===== src/hw/rtl/spq_pkg.sv =====
// spq_pkg: shared types and constants for the sorted priority queue
// used by spq_cell and sorted_priority_queue; depends on nothing
`default_nettype none

package spq_pkg;

    localparam int QUEUE_DEPTH = 16;
    localparam int OCC_W       = $clog2(QUEUE_DEPTH + 1);
    localparam int DATA_W      = 32;

    // operation codes
    localparam logic [1:0] OP_PUSH   = 2'd0;
    localparam logic [1:0] OP_POP    = 2'd1;
    localparam logic [1:0] OP_UPDATE = 2'd2;

    // result status codes
    localparam logic [1:0] ST_OK        = 2'd0;
    localparam logic [1:0] ST_UNDERFLOW = 2'd1;
    localparam logic [1:0] ST_OVERFLOW  = 2'd2;
    localparam logic [1:0] ST_NOTFOUND  = 2'd3;

    typedef struct packed {
        logic signed [DATA_W-1:0] val;
        logic signed [DATA_W-1:0] pri;
    } t_entry;

    typedef enum logic [1:0] {
        C_HOLD,
        C_PUSH,
        C_POP,
        C_REMOVE
    } t_cell_cmd;

    // broadcast from the controller to every cell
    typedef struct packed {
        t_cell_cmd cmd;
        t_entry    key;
    } t_cell_ctl;

    // handed from one cell to its neighbor
    typedef struct packed {
        t_entry ent;
        logic   stay;
        logic   hit;
    } t_link;

    typedef enum logic [1:0] {
        S_IDLE,
        S_REMOVE,
        S_INSERT
    } t_state;

endpackage

`default_nettype wire


===== src/hw/rtl/spq_cell.sv =====
// spq_cell: one slot of the sorted queue, holds one entry
// talks to its two neighbors; uses spq_pkg
`default_nettype none

module spq_cell import spq_pkg::*; (
    input  wire logic      i_clk,
    input  wire logic      i_valid,
    input  wire t_cell_ctl i_ctl,
    input  wire t_link     i_prev,
    input  wire t_entry    i_next,
    output t_link          o_link
);

    t_entry r_ent;
    t_entry n_ent;
    logic   stay;
    logic   hit;

    // entries at or above the key priority keep their slot on a push
    assign stay = i_valid && (r_ent.pri >= i_ctl.key.pri);
    // prefix of value matches, first match and everything after it moves up
    assign hit  = i_prev.hit || (i_valid && (r_ent.val == i_ctl.key.val));

    always_comb begin
        n_ent = r_ent;
        unique case (i_ctl.cmd)
            C_HOLD: begin
                n_ent = r_ent;
            end
            C_PUSH: begin
                if (stay) begin
                    n_ent = r_ent;
                end else if (i_prev.stay) begin
                    n_ent = i_ctl.key;
                end else begin
                    n_ent = i_prev.ent;
                end
            end
            C_POP: begin
                n_ent = i_next;
            end
            C_REMOVE: begin
                n_ent = hit ? i_next : r_ent;
            end
            default: begin
                n_ent = r_ent;
            end
        endcase
    end

    always_ff @(posedge i_clk) begin
        r_ent <= n_ent;
    end

    assign o_link.ent  = r_ent;
    assign o_link.stay = stay;
    assign o_link.hit  = hit;

endmodule

`default_nettype wire


===== src/hw/rtl/sorted_priority_queue.sv =====
// sorted_priority_queue: top level, controller plus a row of spq_cell slots
// uses spq_pkg and spq_cell
`default_nettype none

// Bounded priority queue of QUEUE_DEPTH entries, sorted by descending
// priority, first-in first-out among equal priorities.
// Command channel: a word (i_opcode, i_item_value, i_item_priority) is taken
// at a rising edge where start is high and busy is low.
// Result channel: one result word per command, shown for exactly one cycle
// while o_done is high; the receiver cannot stall it.
// Push, pop and unused opcodes: the result appears in the cycle after the
// command is taken, and busy stays low, so a command can be taken every cycle.
// Update with k matching entries: the row removes one match per cycle, then
// re-inserts one copy per cycle; the result comes in the cycle after the last
// re-insert, or after the command when nothing matches; busy is high meanwhile.
// The cells all shift their contents to a neighbor in the same cycle, which sets
// the one-operation-per-cycle pace of the row.
// Reset (i_rst_n low, synchronous) empties the queue and returns to idle;
// entry storage is not cleared.
module sorted_priority_queue import spq_pkg::*; (
    input  wire logic                     i_clk,
    input  wire logic                     i_rst_n,
    input  wire logic                     start,
    output logic                          busy,
    input  wire logic [1:0]               i_opcode,
    input  wire logic signed [DATA_W-1:0] i_item_value,
    input  wire logic signed [DATA_W-1:0] i_item_priority,
    output logic                          o_done,
    output logic signed [DATA_W-1:0]      o_out_value,
    output logic signed [DATA_W-1:0]      o_out_priority,
    output logic [1:0]                    o_status,
    output logic [OCC_W-1:0]              o_occupancy
);

    t_state                   r_state, n_state;
    logic [OCC_W-1:0]         r_count, n_count;
    logic [OCC_W-1:0]         r_left, n_left;
    logic signed [DATA_W-1:0] r_key_val, n_key_val;
    logic signed [DATA_W-1:0] r_key_pri, n_key_pri;
    logic                     r_done, n_done;
    logic signed [DATA_W-1:0] r_out_val, n_out_val;
    logic signed [DATA_W-1:0] r_out_pri, n_out_pri;
    logic [1:0]               r_status, n_status;

    logic      accept;
    logic      any_hit;
    t_cell_ctl ctl;
    t_link     links [QUEUE_DEPTH];

    assign busy   = (r_state != S_IDLE);
    assign accept = start && !busy;

    // cell row
    for (genvar i = 0; i < QUEUE_DEPTH; i++) begin : g_cell
        t_link  prev;
        t_entry next;
        logic   valid;

        assign valid = (r_count > OCC_W'(i));

        if (i == 0) begin : g_head
            assign prev.ent  = '0;
            assign prev.stay = 1'b1;
            assign prev.hit  = 1'b0;
        end else begin : g_body
            assign prev = links[i-1];
        end

        if (i == QUEUE_DEPTH - 1) begin : g_tail
            assign next = links[i].ent;
        end else begin : g_mid
            assign next = links[i+1].ent;
        end

        spq_cell u_cell (
            .i_clk   (i_clk),
            .i_valid (valid),
            .i_ctl   (ctl),
            .i_prev  (prev),
            .i_next  (next),
            .o_link  (links[i])
        );
    end

    assign any_hit = links[QUEUE_DEPTH-1].hit;

    always_comb begin
        // key comes straight from the ports while idle so a command acts at once
        if (r_state == S_IDLE) begin
            ctl.key.val = i_item_value;
            ctl.key.pri = i_item_priority;
        end else begin
            ctl.key.val = r_key_val;
            ctl.key.pri = r_key_pri;
        end
        n_state   = r_state;
        n_count   = r_count;
        n_left    = r_left;
        n_key_val = r_key_val;
        n_key_pri = r_key_pri;
        n_done    = 1'b0;
        n_out_val = '0;
        n_out_pri = '0;
        n_status  = ST_OK;
        ctl.cmd   = C_HOLD;
        unique case (r_state)
            S_IDLE: begin
                if (accept) begin
                    n_key_val = i_item_value;
                    n_key_pri = i_item_priority;
                    unique case (i_opcode)
                        OP_PUSH: begin
                            n_done = 1'b1;
                            if (r_count == OCC_W'(QUEUE_DEPTH)) begin
                                n_status = ST_OVERFLOW;
                            end else begin
                                ctl.cmd = C_PUSH;
                                n_count = r_count + OCC_W'(1);
                            end
                        end
                        OP_POP: begin
                            n_done = 1'b1;
                            if (r_count == '0) begin
                                n_status = ST_UNDERFLOW;
                            end else begin
                                ctl.cmd   = C_POP;
                                n_out_val = links[0].ent.val;
                                n_out_pri = links[0].ent.pri;
                                n_count   = r_count - OCC_W'(1);
                            end
                        end
                        OP_UPDATE: begin
                            if (any_hit) begin
                                ctl.cmd = C_REMOVE;
                                n_count = r_count - OCC_W'(1);
                                n_left  = OCC_W'(1);
                                n_state = S_REMOVE;
                            end else begin
                                n_done   = 1'b1;
                                n_status = ST_NOTFOUND;
                            end
                        end
                        default: begin
                            n_done = 1'b1;
                        end
                    endcase
                end
            end
            S_REMOVE: begin
                if (any_hit) begin
                    ctl.cmd = C_REMOVE;
                    n_count = r_count - OCC_W'(1);
                    n_left  = r_left + OCC_W'(1);
                end else begin
                    // no match left, first re-insert goes now
                    ctl.cmd = C_PUSH;
                    n_count = r_count + OCC_W'(1);
                    n_left  = r_left - OCC_W'(1);
                    if (r_left == OCC_W'(1)) begin
                        n_done  = 1'b1;
                        n_state = S_IDLE;
                    end else begin
                        n_state = S_INSERT;
                    end
                end
            end
            S_INSERT: begin
                ctl.cmd = C_PUSH;
                n_count = r_count + OCC_W'(1);
                n_left  = r_left - OCC_W'(1);
                if (r_left == OCC_W'(1)) begin
                    n_done  = 1'b1;
                    n_state = S_IDLE;
                end
            end
            default: begin
                n_state = S_IDLE;
            end
        endcase
    end

    always_ff @(posedge i_clk) begin
        if (!i_rst_n) begin
            r_state <= S_IDLE;
            r_count <= '0;
            r_left  <= '0;
            r_done  <= 1'b0;
        end else begin
            r_state <= n_state;
            r_count <= n_count;
            r_left  <= n_left;
            r_done  <= n_done;
        end
    end

    always_ff @(posedge i_clk) begin
        r_key_val <= n_key_val;
        r_key_pri <= n_key_pri;
        r_out_val <= n_out_val;
        r_out_pri <= n_out_pri;
        r_status  <= n_status;
    end

    assign o_done         = r_done;
    assign o_out_value    = r_out_val;
    assign o_out_priority = r_out_pri;
    assign o_status       = r_status;
    assign o_occupancy    = r_count;

    // held entries are in descending priority order
    logic [QUEUE_DEPTH-2:0] pair_ok;
    for (genvar i = 0; i < QUEUE_DEPTH - 1; i++) begin : g_order
        assign pair_ok[i] = !(r_count > OCC_W'(i + 1))
                            || (links[i].ent.pri >= links[i+1].ent.pri);
    end

    a_count_bound: assert property (@(posedge i_clk) disable iff (!i_rst_n)
        r_count <= OCC_W'(QUEUE_DEPTH))
        else $error("occupancy beyond queue depth");

    a_done_idle: assert property (@(posedge i_clk) disable iff (!i_rst_n)
        o_done |-> !busy)
        else $error("result word while an update is still running");

    a_insert_pending: assert property (@(posedge i_clk) disable iff (!i_rst_n)
        (r_state == S_INSERT) |-> (r_left != '0))
        else $error("insert phase with nothing left to insert");

    a_push_grows: assert property (@(posedge i_clk) disable iff (!i_rst_n)
        (accept && (i_opcode == OP_PUSH) && (r_count != OCC_W'(QUEUE_DEPTH)))
        |=> (o_done && (o_occupancy == $past(r_count) + OCC_W'(1))))
        else $error("push did not add one entry");

    a_sorted: assert property (@(posedge i_clk) disable iff (!i_rst_n)
        !busy |-> (&pair_ok))
        else $error("queue out of priority order");

endmodule

`default_nettype wire

===== config.mk =====
export PLATFORM = sky130hd
export DESIGN_NAME = sorted_priority_queue
export DESIGN_NICKNAME = d
export VERILOG_FILES = /design/src/hw/rtl/spq_pkg.sv /design/src/hw/rtl/spq_cell.sv /design/src/hw/rtl/sorted_priority_queue.sv
export SDC_FILE = /design/constraint.sdc
export NUM_CORES = 2
export LEC_CHECK = 0
export ABC_AREA = 0
export BUFFER_PORTS_ARGS = -buffer_cell sky130_fd_sc_hd__buf_2
export CORE_MARGIN = 3
export CORE_UTILIZATION = 64
export CTS_CLUSTER_DIAMETER = 60
export CTS_CLUSTER_SIZE = 30
export DETAILED_ROUTE_END_ITERATION = 8
export PLACE_DENSITY = 0.81
export SYNTH_ARGS = -nofsm -noshare
export SYNTH_HDL_FRONTEND = slang
export SYNTH_SLANG_ARGS = --single-unit
export TNS_END_PERCENT = 100

===== constraint.sdc =====
create_clock -name i_clk -period 12.3 [get_ports i_clk]
set_input_delay 2.46 -clock i_clk [delete_from_list [all_inputs] [get_ports i_clk]]
set_output_delay 2.46 -clock i_clk [all_outputs]
set_load 0.01 [all_outputs]

==> qor.yml <==
outcome:
  outcome: "finished, violations left"
  violations: "capacitance limit, slew limit"
clock_tree:
  cts_inserted_buffers: 118
  clock_latency_ns: 0.75
  cts_tree: "done"
  clockBufferDepth: 3
  post_cts_buffers: 0
  clk_pin_slew_ns: 0.07
  cts_resized: 0
  cts_root_buf: "clkbuf_16"
  cts_hold_buf: 0
  cts_sinks: 1167
  cts_htree_levels: 3
yosys:
  synth_warnings: 0
  synthCells: 6955
  seq_area_frac_synth_pct: 45.72
  synth_top_area_cell: "edfxtp_1"
  synthesis.nets: 7553
  synth.distinct_cells: 79
  synth.area.top_cells: "edfxtp_1, mux2i_1, ha_1"
  synth_edf_count: 1088
  syn_area_um2: 74910
  synthFlopType: "edfxtp_1"
  synth_top_cell_area_share_pct: 43.61
  ys_ff_latch: 1167
  avgSynthCellArea_um2: 10.77
  async_flop_share_pct: 0
sta:
  fin_crit_ns: 8.864
  slew_headroom_pct: -2.132
  skew_ns: 0.04023
  setup_ws_ns: 3.436
  tightestPinTransition_ns: 1.522
  fmax_ghz: 0.1128
  post-route-period-util_pct: 72.07
  worst_hold_slack_ns: 0.5403
  rsz0062_at_grt: "false"
  finalSetupViolCount: 0
  hold_viol_final: 0
  fin_tns_setup_ns: 0
  final_max_slew_viol_count: 5
power:
  p_leak_nw: 29.35
  p_seq_share_pct: 45.0
  power_density_nw_per_um2: 132.2
  total_power_mw: 10.69
  clkPwrFrac_pct: 36.7
  peakVddDrop_mv: 0.1470
  p_int_mw: 7.333
  switching_share_pct: 31.42
  comb_power_share_pct: 18.4
  power_switching_mw: 3.360
grt:
  grt_pass1_vias: 56210
  grt_max_degree: 258
  overflow: 0
  grt_pass1_wl_mm: 394.3
  antenna_found_initial: 17
  gr-usage-all-layers_pct: 44.29
placement:
  place.gp.congestion: 1.084
  dpl.hpwl_mm: 193.5
  port_buffers: 141
  dp_cells: 8267
  place_ws_ns: 3.131
  placed_area_um2: 76680
critical_path:
  slowest_stage: "a311oi_1"
  cp_max_fo: 46
  critPathKind: "input pin to register"
  cp_cell_sequence: "buf_2, mux2i_4, xnor2_1, nor4_1, nand3_1, nor2_1, a311oi_1, nand4_2, nor2_1, o21a_1, nand3_1, a21oi_4, buf_4"
  critPathBufInv: 2
  required_ns: 12.66
  start_kind: "input pin"
  crit_family: "compound AO/OA/AOI/OAI gates"
  arrival_ns: 9.22
  critPathCaptureType: "register"
  cp-startpoint: "i_item_value[2]"
  crit_path_max_incr_delay_ns: 1.18
  r2r-start: "r_state[1]"
floorplanning:
  dieArea_um2: 121200
  core_area_um2: 115300
  start_util_pct: 64.98
  die_x_um: 348.1
  die_h_um: 348.1
  io_pins: 142
  core.rowCount: 124
routing:
  drtPass1Iterations: 6
  routed_wl_mm: 274.8
  via_per_inst: 7.086
  postRouteAntennaNets: 0
  wl_per_cell_um: 32.34
  vias: 60210
  drtIter0Drc: 11100
  drc: 0
job:
  max_cap_violations: 1
hold_path:
  hold_path_class: "register to register"
  hold_start: "r_left[1]"
cells_and_area:
  multiInputGateArea_um2: 38520
  area_delta_synth_final_pct: 7.954
  ff_latch_area_um2: 34250
  final_area_um2: 80870
  finalNonFillerCells: 8496
  fillers: 8549
  drive_above_1_share_pct: 9.928
  finish.utilization_pct: 70.15
  nets: 7473
## worst min-delay path: stages (launching register included)
cell	delay [ns]
dfxtp_1	0.36
nand3_1	0.08
o31ai_1	0.06
## synth_stat cells (9+ instances only)
cell type and n:
edfxtp_1 1088, nand2_1 926, mux2i_1 838, o21ai_1 590, ha_1 529, xnor2_1 514
o21ai_0 330, clkbuf_1 302, nor2_1 204, a21oi_1 178, a21o_1 174, mux2_2 127
nand4_1 120, nor4_1 119, inv_1 80, dfxtp_1 79, and2_1 67, buf_2 66
a221o_1 63, buf_4 62, nand3_1 59, nor2b_1 52, o21a_1 50, nor3_1 46
and3_1 44, buf_6 24, mux2i_4 19, a31oi_1 17, nand2b_1 17, a211oi_1 14
a21boi_0 13, mux2i_2 12, and4_1 11, o211ai_1 9
## worst paths after layout
path                                      end  slack [ns]  depth (start not counted)
setup reg to reg  g_cell[15].u_cell.o_link[7]        3.83                         15
hold / removal                      r_left[1]        0.54                          2
setup / recovery  g_cell[15].u_cell.o_link[7]        3.44                         13
hold reg to reg                     r_left[1]        0.54                          2
## per-layer routing
| metal | vias to the layer above | track usage [%] | wire, um |
|---|---|---|---|
| met4 | 12 | 16.85 | 12760 |
| met5 | - | 0 | 80 |
| met3 | 692 | 18.48 | 46830 |
| li1 | 25550 | - | - |
| met2 | 4794 | 61.45 | 111100 |
| met1 | 29160 | 61.74 | 104000 |
## cells by family (layout without fill, tap and decap cells)
| family | after synthesis | in the layout | synth area share (%) |
|---|---|---|---|
| buf+inv | 541 | 566 | 3.402 |
| flops | 1167 | 1167 | 45.72 |
| simple gates | 1694 | 1694 | 10.28 |
| xor+xnor | 515 | 515 | 6.021 |
| mux | 999 | 999 | 13.94 |
| other cells | 0 | 4 | 0 |
| fa+ha+maj | 529 | 529 | 8.836 |
| compound gates | 1510 | 1510 | 11.79 |
## registers in the layout (all words and copies together), names as in the netlist
| signal | count |
|---|---|
| o_out_value | 32 |
| g_cell.u_cell.o_link | 1024 |
| o_status | 2 |
| o_occupancy | 5 |
| r_state | 2 |
| r_key_val | 32 |
| r_left | 5 |
| o_out_priority | 32 |
| o_done | 1 |
| r_key_pri | 32 |
## power groups by stage
stage          Sequential [mW]  Clock, mW  Combinational [mW]
2_1_floorplan             4.81          0                1.23
3_3_place_gp              4.88          0                1.80
3_5_place_dp              4.88          0                1.86
4_1_cts                   4.79       3.92                1.87
5_1_grt                   4.81       4.07                2.04
6_report                  4.81       3.92                1.96
## placed cells by master, fill, tap and decap left out, drive strengths merged, types with 46 or more instances in the layout
cell	count
o21ai	920
nand3	59
o21a	50
ha	529
mux2	130
nor3	46
nor2b	52
mux2i	869
nand2	926
nor4	120
buf	261
and2	67
nand4	121
a21o	174
a221o	63
clkbuf	126
a21oi	179
edfxtp	1088
dfxtp	79
xnor2	514
inv	131
nor2	204
## area by class of cell
type | instances | share of cell area [%]
inverter | 80 | 0.3744
multi-input combinational | 5247 | 47.63
timing repair buffer | 261 | 2.126
clock buffer | 126 | 3.767
antenna | 4 | 0.01238
sequential | 1167 | 42.36
clock inverter | 99 | 1.391
tap | 1512 | 2.339
No activity file was read; power rests on OpenSTA's default activity.
